[src/adq_pkg.sv]
// Shared types, constants and register codes for the audio decimator.
package adq_pkg;

  localparam int LEVEL_BITS          = 5;
  localparam int PHASE_FRACTION_BITS = 16;

  localparam int SAMPLE_W  = 16;
  localparam int STEP_W    = 16;
  localparam int LIMIT_W   = 24;
  localparam int CHAN_W    = 4;
  localparam int INDEX_W   = 3;
  localparam int PHASE_W   = PHASE_FRACTION_BITS + 1;
  localparam int PSUM_W    = ((PHASE_W + 1) > (STEP_W + 1)) ? (PHASE_W + 1) : (STEP_W + 1);
  localparam int SUM_W     = 33;
  localparam int COUNT_W   = 17;
  localparam int DIVIDEND_W = SUM_W - 1;
  localparam int DIV_CNT_W = $clog2(DIVIDEND_W);

  localparam logic [PHASE_W-1:0] PHASE_ONE = PHASE_W'(1) << PHASE_FRACTION_BITS;
  localparam logic [PHASE_W-1:0] PHASE_MAX = '1;
  localparam logic [COUNT_W-1:0] COUNT_MAX = '1;
  localparam logic [CHAN_W-1:0]  CHAN_MAX  = CHAN_W'(8);

  localparam int PADDR_W = 5;
  localparam int PDATA_W = 32;

  typedef enum logic [2:0] {
    REG_FORMAT   = 3'd0,
    REG_CHANNELS = 3'd1,
    REG_STEP     = 3'd2,
    REG_LIMIT    = 3'd3,
    REG_AVERAGE  = 3'd4,
    REG_HALFBAND = 3'd5
  } reg_index_e;

  typedef struct packed {
    logic               sample_format;
    logic [CHAN_W-1:0]  num_channels;
    logic [STEP_W-1:0]  phase_step;
    logic [LIMIT_W-1:0] output_limit;
    logic               average_enable;
    logic               halfband_enable;
  } cfg_t;

  typedef struct packed {
    logic accept;
    logic div_start;
    logic finish;
  } cmd_t;

  typedef struct packed {
    logic emit;
    logic use_div;
    logic div_done;
    logic out_free;
  } status_t;

endpackage

[src/audio_decimator_5bit_quantizer.sv]
// Top level: register port, control state machine and datapath.
// Takes one interleaved sample word per handshake and uses only the first
// channel of each frame. A word that produces no level leaves the block
// idle. An emitted level goes through the finish state, with averaging
// first through the 32-step serial divider that forms the boxcar
// mean. The level sits in an output register, so the next sample word is
// taken while it waits. Registers (4-byte stride): format, channels, phase
// step, output limit, average enable, half-band enable; write them only
// while the block is idle.
module audio_decimator_5bit_quantizer import adq_pkg::*; (
  input  logic                  clk_i,
  input  logic                  rst_ni,
  input  logic                  psel,
  input  logic                  penable,
  input  logic                  pwrite,
  input  logic [PADDR_W-1:0]    paddr,
  input  logic [PDATA_W-1:0]    pwdata,
  output logic [PDATA_W-1:0]    prdata,
  output logic                  pready,
  input  logic [SAMPLE_W-1:0]   sample_i,
  input  logic                  sample_valid_i,
  output logic                  sample_ready_o,
  output logic [LEVEL_BITS-1:0] level_o,
  output logic                  level_valid_o,
  input  logic                  level_ready_i
);

  cfg_t       cfg_q, cfg_d;
  cmd_t       cmd;
  status_t    status;
  reg_index_e reg_idx;
  logic       wr_en;

  assign reg_idx = reg_index_e'(paddr[PADDR_W-1:2]);
  assign wr_en   = psel && penable && pwrite;
  assign pready  = 1'b1;

  always_comb begin
    cfg_d = cfg_q;
    if (wr_en) begin
      case (reg_idx)
        REG_FORMAT:   cfg_d.sample_format   = pwdata[0];
        REG_CHANNELS: cfg_d.num_channels    = pwdata[CHAN_W-1:0];
        REG_STEP:     cfg_d.phase_step      = pwdata[STEP_W-1:0];
        REG_LIMIT:    cfg_d.output_limit    = pwdata[LIMIT_W-1:0];
        REG_AVERAGE:  cfg_d.average_enable  = pwdata[0];
        REG_HALFBAND: cfg_d.halfband_enable = pwdata[0];
        default: ;
      endcase
    end
  end

  always_comb begin
    prdata = '0;
    case (reg_idx)
      REG_FORMAT:   prdata = PDATA_W'(cfg_q.sample_format);
      REG_CHANNELS: prdata = PDATA_W'(cfg_q.num_channels);
      REG_STEP:     prdata = PDATA_W'(cfg_q.phase_step);
      REG_LIMIT:    prdata = PDATA_W'(cfg_q.output_limit);
      REG_AVERAGE:  prdata = PDATA_W'(cfg_q.average_enable);
      REG_HALFBAND: prdata = PDATA_W'(cfg_q.halfband_enable);
      default:      prdata = '0;
    endcase
  end

  always_ff @(posedge clk_i or negedge rst_ni) begin
    if (!rst_ni) begin
      cfg_q.sample_format   <= 1'b1;
      cfg_q.num_channels    <= CHAN_W'(1);
      cfg_q.phase_step      <= STEP_W'(8192);
      cfg_q.output_limit    <= '1;
      cfg_q.average_enable  <= 1'b0;
      cfg_q.halfband_enable <= 1'b0;
    end else begin
      cfg_q <= cfg_d;
    end
  end

  adq_ctrl u_ctrl (
    .clk_i          (clk_i),
    .rst_ni         (rst_ni),
    .sample_valid_i (sample_valid_i),
    .sample_ready_o (sample_ready_o),
    .status_i       (status),
    .cmd_o          (cmd)
  );

  adq_dp u_dp (
    .clk_i         (clk_i),
    .rst_ni        (rst_ni),
    .cfg_i         (cfg_q),
    .cmd_i         (cmd),
    .status_o      (status),
    .sample_i      (sample_i),
    .level_valid_o (level_valid_o),
    .level_ready_i (level_ready_i),
    .level_o       (level_o)
  );

endmodule

[src/adq_div.sv]
// Serial restoring divider, one quotient bit per cycle.
module adq_div import adq_pkg::*; (
  input  logic                  clk_i,
  input  logic                  rst_ni,
  input  logic                  start_i,
  input  logic [DIVIDEND_W-1:0] dividend_i,
  input  logic [COUNT_W-1:0]    divisor_i,
  output logic                  done_o,
  output logic [DIVIDEND_W-1:0] quotient_o,
  output logic [COUNT_W-1:0]    remainder_o
);

  logic                  busy_q, busy_d;
  logic                  done_q, done_d;
  logic [DIV_CNT_W-1:0]  cnt_q, cnt_d;
  logic [DIVIDEND_W-1:0] quo_q, quo_d;
  logic [COUNT_W-1:0]    rem_q, rem_d;
  logic [COUNT_W-1:0]    dsr_q, dsr_d;
  logic [COUNT_W:0]      trial;
  logic                  ge;

  assign trial = {rem_q, quo_q[DIVIDEND_W-1]};
  assign ge    = (trial >= {1'b0, dsr_q});

  always_comb begin
    busy_d = busy_q;
    done_d = 1'b0;
    cnt_d  = cnt_q;
    quo_d  = quo_q;
    rem_d  = rem_q;
    dsr_d  = dsr_q;
    if (start_i) begin
      busy_d = 1'b1;
      cnt_d  = '0;
      quo_d  = dividend_i;
      rem_d  = '0;
      dsr_d  = divisor_i;
    end else if (busy_q) begin
      rem_d = ge ? COUNT_W'(trial - {1'b0, dsr_q}) : trial[COUNT_W-1:0];
      quo_d = {quo_q[DIVIDEND_W-2:0], ge};
      cnt_d = cnt_q + 1'b1;
      if (cnt_q == DIV_CNT_W'(DIVIDEND_W - 1)) begin
        busy_d = 1'b0;
        done_d = 1'b1;
      end
    end
  end

  always_ff @(posedge clk_i or negedge rst_ni) begin
    if (!rst_ni) begin
      busy_q <= 1'b0;
      done_q <= 1'b0;
      cnt_q  <= '0;
    end else begin
      busy_q <= busy_d;
      done_q <= done_d;
      cnt_q  <= cnt_d;
    end
  end

  always_ff @(posedge clk_i) begin
    quo_q <= quo_d;
    rem_q <= rem_d;
    dsr_q <= dsr_d;
  end

  assign done_o      = done_q;
  assign quotient_o  = quo_q;
  assign remainder_o = rem_q;

endmodule

[src/adq_dp.sv]
// Datapath: frame position, phase, boxcar sum, half-band filter and output word.
module adq_dp import adq_pkg::*; (
  input  logic                  clk_i,
  input  logic                  rst_ni,
  input  cfg_t                  cfg_i,
  input  cmd_t                  cmd_i,
  output status_t               status_o,
  input  logic [SAMPLE_W-1:0]   sample_i,
  output logic                  level_valid_o,
  input  logic                  level_ready_i,
  output logic [LEVEL_BITS-1:0] level_o
);

  logic [INDEX_W-1:0]       idx_q, idx_d;
  logic [PHASE_W-1:0]       phase_q, phase_d;
  logic signed [SUM_W-1:0]  sum_q, sum_d;
  logic [COUNT_W-1:0]       count_q, count_d;
  logic signed [SAMPLE_W-1:0] prev_q, prev_d;
  logic [LIMIT_W-1:0]       emitted_q, emitted_d;
  logic                     out_valid_q, out_valid_d;
  logic [LEVEL_BITS-1:0]    level_q, level_d;
  logic signed [SAMPLE_W-1:0] v_q, v_d;
  logic                     neg_q, neg_d;

  logic [CHAN_W-1:0]        n_eff;
  logic [CHAN_W-1:0]        idx_inc;
  logic                     first;
  logic signed [SAMPLE_W-1:0] s;
  logic [PSUM_W-1:0]        psum;
  logic [PHASE_W-1:0]       phase_new;
  logic                     grow;
  logic signed [SUM_W-1:0]  sum_new;
  logic [COUNT_W-1:0]       count_new;
  logic                     emit;
  logic                     use_div;
  logic [SUM_W-1:0]         sum_abs;
  logic                     div_done;
  logic [DIVIDEND_W-1:0]    quo;
  logic [COUNT_W-1:0]       rem;
  logic signed [COUNT_W:0]  qmag;
  logic signed [COUNT_W:0]  mean;
  logic signed [SAMPLE_W:0] pair;
  logic signed [SAMPLE_W-1:0] v_out;
  logic [SAMPLE_W-1:0]      v_bias;
  logic                     out_free;

  always_comb begin
    if (cfg_i.num_channels == '0) begin
      n_eff = CHAN_W'(1);
    end else if (cfg_i.num_channels > CHAN_MAX) begin
      n_eff = CHAN_MAX;
    end else begin
      n_eff = cfg_i.num_channels;
    end
  end

  assign idx_inc = CHAN_W'(idx_q) + 1'b1;
  assign first   = (idx_q == '0);

  assign s = cfg_i.sample_format ? $signed(sample_i)
                                 : $signed({~sample_i[7], sample_i[6:0], 8'h00});

  assign psum      = PSUM_W'(phase_q) + PSUM_W'(cfg_i.phase_step);
  assign phase_new = (psum > PSUM_W'(PHASE_MAX)) ? PHASE_MAX : psum[PHASE_W-1:0];

  assign grow      = cfg_i.average_enable && (count_q < COUNT_MAX);
  assign sum_new   = grow ? (sum_q + SUM_W'(s)) : sum_q;
  assign count_new = grow ? (count_q + 1'b1) : count_q;

  assign emit    = first && (phase_new >= PHASE_ONE) && (emitted_q < cfg_i.output_limit);
  assign use_div = cfg_i.average_enable && (count_new != '0);

  assign sum_abs = sum_new[SUM_W-1] ? SUM_W'(-sum_new) : SUM_W'(sum_new);

  adq_div u_div (
    .clk_i       (clk_i),
    .rst_ni      (rst_ni),
    .start_i     (cmd_i.div_start),
    .dividend_i  (sum_abs[DIVIDEND_W-1:0]),
    .divisor_i   (count_new),
    .done_o      (div_done),
    .quotient_o  (quo),
    .remainder_o (rem)
  );

  assign qmag = $signed({1'b0, quo[COUNT_W-1:0]});
  assign mean = neg_q ? (-qmag - ((rem != '0) ? (COUNT_W+1)'(1) : (COUNT_W+1)'(0))) : qmag;

  assign pair   = (SAMPLE_W+1)'(v_q) + (SAMPLE_W+1)'(prev_q);
  assign v_out  = cfg_i.halfband_enable ? pair[SAMPLE_W:1] : v_q;
  assign v_bias = v_out ^ {1'b1, {(SAMPLE_W-1){1'b0}}};

  assign out_free = !out_valid_q || level_ready_i;

  always_comb begin
    idx_d       = idx_q;
    phase_d     = phase_q;
    sum_d       = sum_q;
    count_d     = count_q;
    prev_d      = prev_q;
    emitted_d   = emitted_q;
    out_valid_d = out_valid_q;
    level_d     = level_q;
    v_d         = v_q;
    neg_d       = neg_q;
    if (out_valid_q && level_ready_i) begin
      out_valid_d = 1'b0;
    end
    if (cmd_i.accept) begin
      idx_d = (idx_inc >= n_eff) ? '0 : idx_inc[INDEX_W-1:0];
      if (first) begin
        phase_d = phase_new;
        sum_d   = sum_new;
        count_d = count_new;
        v_d     = s;
        if (emit && cfg_i.average_enable) begin
          sum_d   = '0;
          count_d = '0;
        end
      end
    end
    if (cmd_i.div_start) begin
      neg_d = sum_new[SUM_W-1];
    end
    if (div_done) begin
      v_d = mean[SAMPLE_W-1:0];
    end
    if (cmd_i.finish) begin
      if (cfg_i.halfband_enable) begin
        prev_d = v_q;
      end
      level_d     = v_bias[SAMPLE_W-1 -: LEVEL_BITS];
      out_valid_d = 1'b1;
      emitted_d   = emitted_q + 1'b1;
      phase_d     = phase_q - PHASE_ONE;
    end
  end

  always_ff @(posedge clk_i or negedge rst_ni) begin
    if (!rst_ni) begin
      idx_q       <= '0;
      phase_q     <= '0;
      sum_q       <= '0;
      count_q     <= '0;
      prev_q      <= '0;
      emitted_q   <= '0;
      out_valid_q <= 1'b0;
    end else begin
      idx_q       <= idx_d;
      phase_q     <= phase_d;
      sum_q       <= sum_d;
      count_q     <= count_d;
      prev_q      <= prev_d;
      emitted_q   <= emitted_d;
      out_valid_q <= out_valid_d;
    end
  end

  always_ff @(posedge clk_i) begin
    level_q <= level_d;
    v_q     <= v_d;
    neg_q   <= neg_d;
  end

  assign status_o.emit     = emit;
  assign status_o.use_div  = use_div;
  assign status_o.div_done = div_done;
  assign status_o.out_free = out_free;

  assign level_valid_o = out_valid_q;
  assign level_o       = level_q;

endmodule

[src/adq_ctrl.sv]
// Control state machine: accept, divide, finish.
module adq_ctrl import adq_pkg::*; (
  input  logic    clk_i,
  input  logic    rst_ni,
  input  logic    sample_valid_i,
  output logic    sample_ready_o,
  input  status_t status_i,
  output cmd_t    cmd_o
);

  typedef enum logic [2:0] {
    ST_IDLE = 3'b001,
    ST_DIV  = 3'b010,
    ST_FIN  = 3'b100
  } state_e;

  state_e state_q, state_d;
  logic   accept;

  assign accept = (state_q == ST_IDLE) && sample_valid_i;

  always_comb begin
    state_d         = state_q;
    cmd_o.accept    = 1'b0;
    cmd_o.div_start = 1'b0;
    cmd_o.finish    = 1'b0;
    unique case (state_q)
      ST_IDLE: begin
        cmd_o.accept = accept;
        if (accept && status_i.emit) begin
          if (status_i.use_div) begin
            cmd_o.div_start = 1'b1;
            state_d         = ST_DIV;
          end else begin
            state_d = ST_FIN;
          end
        end
      end
      ST_DIV: begin
        if (status_i.div_done) begin
          state_d = ST_FIN;
        end
      end
      ST_FIN: begin
        if (status_i.out_free) begin
          cmd_o.finish = 1'b1;
          state_d      = ST_IDLE;
        end
      end
      default: state_d = ST_IDLE;
    endcase
  end

  always_ff @(posedge clk_i or negedge rst_ni) begin
    if (!rst_ni) begin
      state_q <= ST_IDLE;
    end else begin
      state_q <= state_d;
    end
  end

  assign sample_ready_o = (state_q == ST_IDLE);

endmodule
[config.mk]
export PLATFORM = sky130hd
export DESIGN_NAME = audio_decimator_5bit_quantizer
export DESIGN_NICKNAME = d
export VERILOG_FILES = /design/src/adq_pkg.sv /design/src/audio_decimator_5bit_quantizer.sv /design/src/adq_div.sv /design/src/adq_dp.sv /design/src/adq_ctrl.sv
export SDC_FILE = /design/constraint.sdc
export NUM_CORES = 1
export LEC_CHECK = 0
export BUFFER_PORTS_ARGS = -buffer_cell sky130_fd_sc_hd__clkbuf_2
export CAP_MARGIN = 20
export CORE_AREA = 5 5 180 182
export CTS_CLUSTER_SIZE = 40
export DETAILED_ROUTE_END_ITERATION = 12
export DIE_AREA = 0 0 185 187
export PLACE_DENSITY_LB_ADDON = 0.15
export SYNTH_ARGS = -nofsm -noshare
export SYNTH_HDL_FRONTEND = slang
export SYNTH_SLANG_ARGS = --single-unit
[constraint.sdc]
create_clock -name clk_i -period 14.9 [get_ports clk_i]
set_input_delay 0.745 -clock clk_i [delete_from_list [all_inputs] [get_ports clk_i]]
set_output_delay 0.745 -clock clk_i [all_outputs]
set_load 0.01 [all_outputs]
Word-level counts from Yosys, hierarchy flattened

Cells that the tools add are included.

Bitwise gates (word level): 2
Reduce and logical (&&, ||, !) cells: 34
Mux-type cells: 43
$add $sub $neg: 12
$lt $le $gt $ge: 7
Eq/ne operators: 12

Operator list:

| operator                                              | count |
|---|---|
| one-hot mux 24 bit (6 select lines)                   | 1 |
| two-way mux 17 bit                                    | 7 |
| two-way mux 16 bit                                    | 6 |
| two-way mux 32 bit                                    | 3 |
| two-way mux 33 bit                                    | 2 |
| nonzero test 17 bit                                   | 2 |
| adder 33 x 16 -> 33 bit                               | 1 |
| negator 32 bit                                        | 1 |
| adder 24 x 1 -> 24 bit (second input constant)        | 1 |
| less-than comparator 24 bit                           | 1 |
| AND reduction 2 bit                                   | 10 |
| adder 17 x 16 -> 18 bit                               | 1 |
| >= comparator 18 x 17 -> 1 bit                        | 1 |
| > comparator 18 x 17 -> 1 bit (second input constant) | 1 |
| adder 16 x 16 -> 17 bit                               | 1 |
| adder 17 x 1 -> 17 bit (second input constant)        | 1 |
| >= comparator 17 bit (second input constant)          | 1 |
| less-than comparator 17 bit (second input constant)   | 1 |
| subtractor 17 bit                                     | 1 |
| subtractor 17 bit (second input constant)             | 1 |
| negator 16 bit                                        | 1 |
| subtractor 16 bit                                     | 1 |
| two-way mux 3 bit                                     | 5 |
| two-way mux 1 bit                                     | 13 |
| 21 further kinds                                      | 46 |

Register bits: 256
Output and inout bits: 40
Bits of input ports: 60
Logic and storage cells: 133

Depth between registers and ports, before layout

Depth after elaboration: 11
Depth in mapped cells: 19
Mapped depth without buffers: 18

Cells and area by module

A second synthesis with hierarchy kept.

Cells, all modules: 1905
Area total of the unflattened synthesis: 18057.3 um2

By module, submodules not included:

| module                         | cells an instance | instances | area each (um2) |
|---|---|---|---|
| adq_dp                         | 1375              | 1         | 11747.5 |
| adq_div                        | 339               | 1         | 3813.7 |
| audio_decimator_5bit_quantizer | 175               | 1         | 2323.5 |
| adq_ctrl                       | 16                | 1         | 172.7 |

Least setup slack after synthesis

OpenSTA, ideal clock, no wires.

Kind: register -> register
From: register u_dp.count_q[0]
To: register u_dp.u_div.quo_q[28], in the netlist u_dp.u_div.quotient_o[28] (data pin)
Setup time: 259 ps
Setup slack: 9656 ps
Clock period less this slack: 5244 ps
Path buffers: 6
Data arrival time: 4985 ps
Stages on the path, launching flop included: 19
Data required time: 14641 ps
Path through: dfrtp_1 nand4_4 or4_4 o21ai_4 buf_6 buf_4 clkbuf_1 buf_1 clkbuf_1 mux2i_1 ha_1 o21ai_1 a2111oi_4 and3_4 nand2_4 or4_1 buf_2 o2111a_1 a211o_1

Cells in the longest elaborated chain, start to end: 9
Elaborated cells between the ends (all ways): 13

RTL lines:

| element                                                | RTL line      | text |
|---|---|---|
| start, declared                                        | adq_dp.sv:17  | `logic [COUNT_W-1:0] count_q, count_d;` |
| start signal, assigned                                 | adq_dp.sv:152 | `count_q <= count_d;` |
| branches (longest 8 deep; another with negator 32 bit) | -             |  |
| two-way mux 32 bit *                                   | adq_div.sv:32 | `if (start_i) begin` |
| net u_dp.u_div.quo_d[28]                               | adq_div.sv:16 | `logic [DIVIDEND_W-1:0] quo_q, quo_d;` |
| end signal, assigned                                   | adq_div.sv:62 | `quo_q <= quo_d;` |
| end, declared                                          | adq_div.sv:16 |  |

Mark *: on every way through the listed nets, which the timed path passes.
A chain may end at the register's enable or synchronous reset.

Worst setup path in the final report

From: register cfg_q[46] (netlist name)
To: register u_dp.u_div.quo_q[28], in the netlist u_dp.u_div.quotient_o[28] (data pin)

Cells in the longest elaborated chain, start to end: 6

RTL lines:

| element                   | RTL line                             | text |
|---|---|---|
| start, declared           | audio_decimator_5bit_quantizer.sv:28 | `cfg_t cfg_q, cfg_d;` |
| start signal, assigned    | audio_decimator_5bit_quantizer.sv:75 | `cfg_q <= cfg_d;` |
| two-way mux 16 bit *      | adq_dp.sv:60                         | `assign s = cfg_i.sample_format ? $signed(sample_i)` |
| adder 33 x 16 -> 33 bit * | adq_dp.sv:67                         | `assign sum_new = grow ? (sum_q + SUM_W'(s)) : sum_q;` |
| two-way mux 33 bit *      | adq_dp.sv:67                         |  |
| negator 32 bit            | adq_dp.sv:73                         | `assign sum_abs = sum_new[SUM_W-1] ? SUM_W'(-sum_new) : SUM_W'(sum_new);` |
| two-way mux 32 bit *      | adq_dp.sv:73                         |  |
| two-way mux 32 bit *      | adq_div.sv:32                        |  |
| net u_dp.u_div.quo_d[28]  | adq_div.sv:16                        |  |

Mark *: on every way through the listed nets, which the timed path passes. The rest lies on a longest branch.

==> results.cfg <==
[global_route]
met3_usage_pct = 3.442
grtUsageMet2_pct = 40.69
grt_use_met1_pct = 34.75
grt_first_pass_wirelength_um = 72540
grtUsageTotal_pct = 24.85
grt_overflow = 0
grt_max_degree = 64
grt_antenna_before_repair = 0
grt_pass1_vias = 14530
grt-busiest-layer = met2

[clock_network]
clock-sinks = 256
htree_levels = 1
clkLatencyLatePin_ns = 0.57
clk_pin_slew_ns = 0.06
post_cts.repair.setup_buffers = 0
root_buffer = clkbuf_16
cts_max_path_buffers = 3
cts-buffers-inserted = 30
cts_tree = yes
cts_hold_buf = 0
cts_resized = 0

[synth]
yosysTopAreaCellShare_pct = 19.43
syn_inst = 1981
postSynth.asyncResetShare_pct = 65.63
yosysWarnings = 0
synthDistinctLibCells = 103
yosysTopAreaCell = dfrtp_1
synthSimpleGateAreaFrac_pct = 17.01
ys_seq_elements = 256
synthXorXnorAreaFrac_pct = 5.199
synth_fa_ha_area_share_pct = 9.425
synth_common_cells = nand2_1, dfrtp_1, nor2_1, ha_1, o21ai_0
synth_mux_area_share_pct = 6.156
synth_compound_area_share_pct = 20.04
netlist_area_sq_um = 18030
seq_area_frac_synth_pct = 37.23
netlist_top_cells_area = dfrtp_1, edfxtp_1, ha_1
yosysMostFrequentCell = nand2_1
synth-main-ff-cell = dfrtp_1
synth_edf_count = 71
synth_top_family_by_area = compound AO/OA/AOI/OAI gates
avgSynthCellArea_sq_um = 9.100

[sta]
rsz0062_at_grt = false
fin_ws_ns = 8.777
post-route-min-period_ns = 6.123
finalSetupTns_ns = 0
period_share_pct = 41.09
hold_violations = 0
slew_headroom_pct = 32.76
drv_slew = 0
finClkSkew_ns = 0.02724
setup_viol = 0
fmaxAchievable_ghz = 0.1633
tightest_slew_ns = 1.002

[route]
drcViolationCount = 0
wirelength_um = 43860
drtAntennaViolNets = 0
num_vias = 14870
drt_pass1_iterations = 6
via_per_inst = 6.098
drt_iter0_drc = 1189
wl_per_cell_um = 17.98

[floorplanning]
initial_utilization_pct = 59.24
pin_count = 100
die_y_um = 187
fp.dieArea_sq_um = 34600
rows = 64
fp.coreArea_sq_um = 30430
die-width_um = 185

[worst_setup_path]
regToRegStartpoint = cfg_q[46]
critPathRequiredTime_ns = 15.20
crit_fanout = 20
timing.rr.end = u_dp.u_div.quotient_o[28]
endpoint_kind = flop
cp-endpoint = u_dp.u_div.quotient_o[28]
cp.arrival_ns = 6.43
path_class = reg2reg
reg2reg_depth = 14
rrSetupSlack_ns = 8.78
cp-startpoint = cfg_q[46]
cp-start-kind = flop

[placed_design]
dp_slack_ns = 8.889
dpl.hpwl_um = 31360
numPortBuffers = 80
place_congestion = 0.9291

[pwr]
leakagePower_nw = 8.990
p_comb_share_pct = 50.4
swShare_pct = 42.16
power.internal_mw = 2.202
powerDensity_nw_per_um2 = 193.5
p_sw_mw = 1.605
ir_worst_vdd_mv = 0.1082
power_frac_clock_pct = 19.3
seq_power_share_pct = 30.3

[job]
drv_cap = 0

[cells_and_area]
areaGrowthSynthToFinish_pct = 9.162
antenna_cells = 0
layout-drive-gt1-share_pct = 13.71
fin_nets = 2213
final_core_util_pct = 64.67

[worst_hold_path]
hold_path.class = in2async

[outcome]
status = finished, final reports clean
worst min-delay path by stage:
stage | from | end | slack (ns) | depth (start not counted)
finish | rst_ni | u_dp.u_div.cnt_q[4] | 0.14 | 1
global route | rst_ni | u_dp.u_div.cnt_q[4] | 0.15 | 1
CTS | rst_ni | u_dp.u_div.cnt_q[4] | 0.13 | 1
detailed placement | u_dp.phase_q[15] | u_dp.phase_q[15] | 0.46 | 2
global placement | u_dp.phase_q[13] | u_dp.phase_q[13] | 0.46 | 2
floorplan | u_dp.phase_q[13] | u_dp.phase_q[13] | 0.44 | 2
critical path: stages (launching register included):
cell	delay, ns
dfstp_2	0.82
mux2_2	0.44
ha_1	0.46
nand4_1	0.25
a2111o_1	0.43
a21oi_1	0.41
o211ai_1	0.33
o31ai_2	0.42
a21oi_1	0.17
a2111o_1	0.41
and3_1	0.45
nor2_2	0.51
inv_2	0.28
o2111a_1	0.21
a211o_1	0.26
area by class of cell:
type / count / area, sq um
fill: 2545 / 10750
multi-input combinational: 1522 / 10490
sequential: 256 / 6711
clock buffer: 43 / 869.6
timing repair buffer: 99 / 569.3
tap: 396 / 495.5
inverter: 110 / 412.9
clock inverter: 13 / 127.6
state kept, by name, indices dropped and copies added, names as in the netlist:
register,flops
cfg_q,47
u_ctrl.state_q,3
u_dp.count_q,17
u_dp.emitted_q,24
u_dp.idx_q,3
u_dp.level_o,5
u_dp.level_valid_o,1
u_dp.neg_q,1
u_dp.phase_q,17
u_dp.prev_q,16
u_dp.sum_q,33
u_dp.u_div.busy_q,1
u_dp.u_div.cnt_q,5
u_dp.u_div.done_o,1
u_dp.u_div.dsr_q,17
u_dp.u_div.quotient_o,32
u_dp.u_div.remainder_o,17
u_dp.v_q,16
cell families (layout without fill, tap and decap cells):
family          Yosys count  count (layout)
simple gates            632             632
buf+inv                 210             265
flops                   256             256
fa+ha+maj               134             134
xor+xnor                107             107
mux                     102             102
other cells               2               9
compound gates          538             538
routing by layer:
metal / wire length [um] / part of all wire, %
met5: 0 / 0
met4: 1074 / 2.4
met3: 2325 / 5.3
met2: 20670 / 47
met1: 19790 / 45
power by group through the flow:
stage	Sequential [mW]	Clock (mW)	Combinational, mW
2_1_floorplan	1.09	0	1.51
3_3_place_gp	1.16	0	1.81
3_5_place_dp	1.17	0	1.87
4_1_cts	1.16	0.750	1.88
5_1_grt	1.18	0.783	2.14
6_report	1.15	0.735	1.92
stage by stage:
stage          total power [mW]  cell area [sq um]  std cells  hold slack [ns]
4_1_cts                   3.795              19650       2438           0.1324
6_report                  3.808              19680       2439           0.1387
3_5_place_dp              3.040              18650       2382           0.4603
5_1_grt                   4.103              19680       2439           0.1525
2_1_floorplan             2.600              18050       1988           0.4428
3_3_place_gp              2.971              18650       2382           0.4571
placed cells by master (no fill, tap or decap), types with 45 or more instances in the layout:
master    Yosys  routed
inv_1       107     107
o21ai_0     123     123
xnor2_1      79      79
ha_1        131     131
a21o_1       46      46
clkbuf_2      0      79
edfxtp_1     71      71
nor2_1      139     137
dfrtp_1     140     140
mux2_2       60      60
nand3_1      45      45
nand2_1     231     231
a21oi_1     103     103
Power figures use the tool's default switching activity.
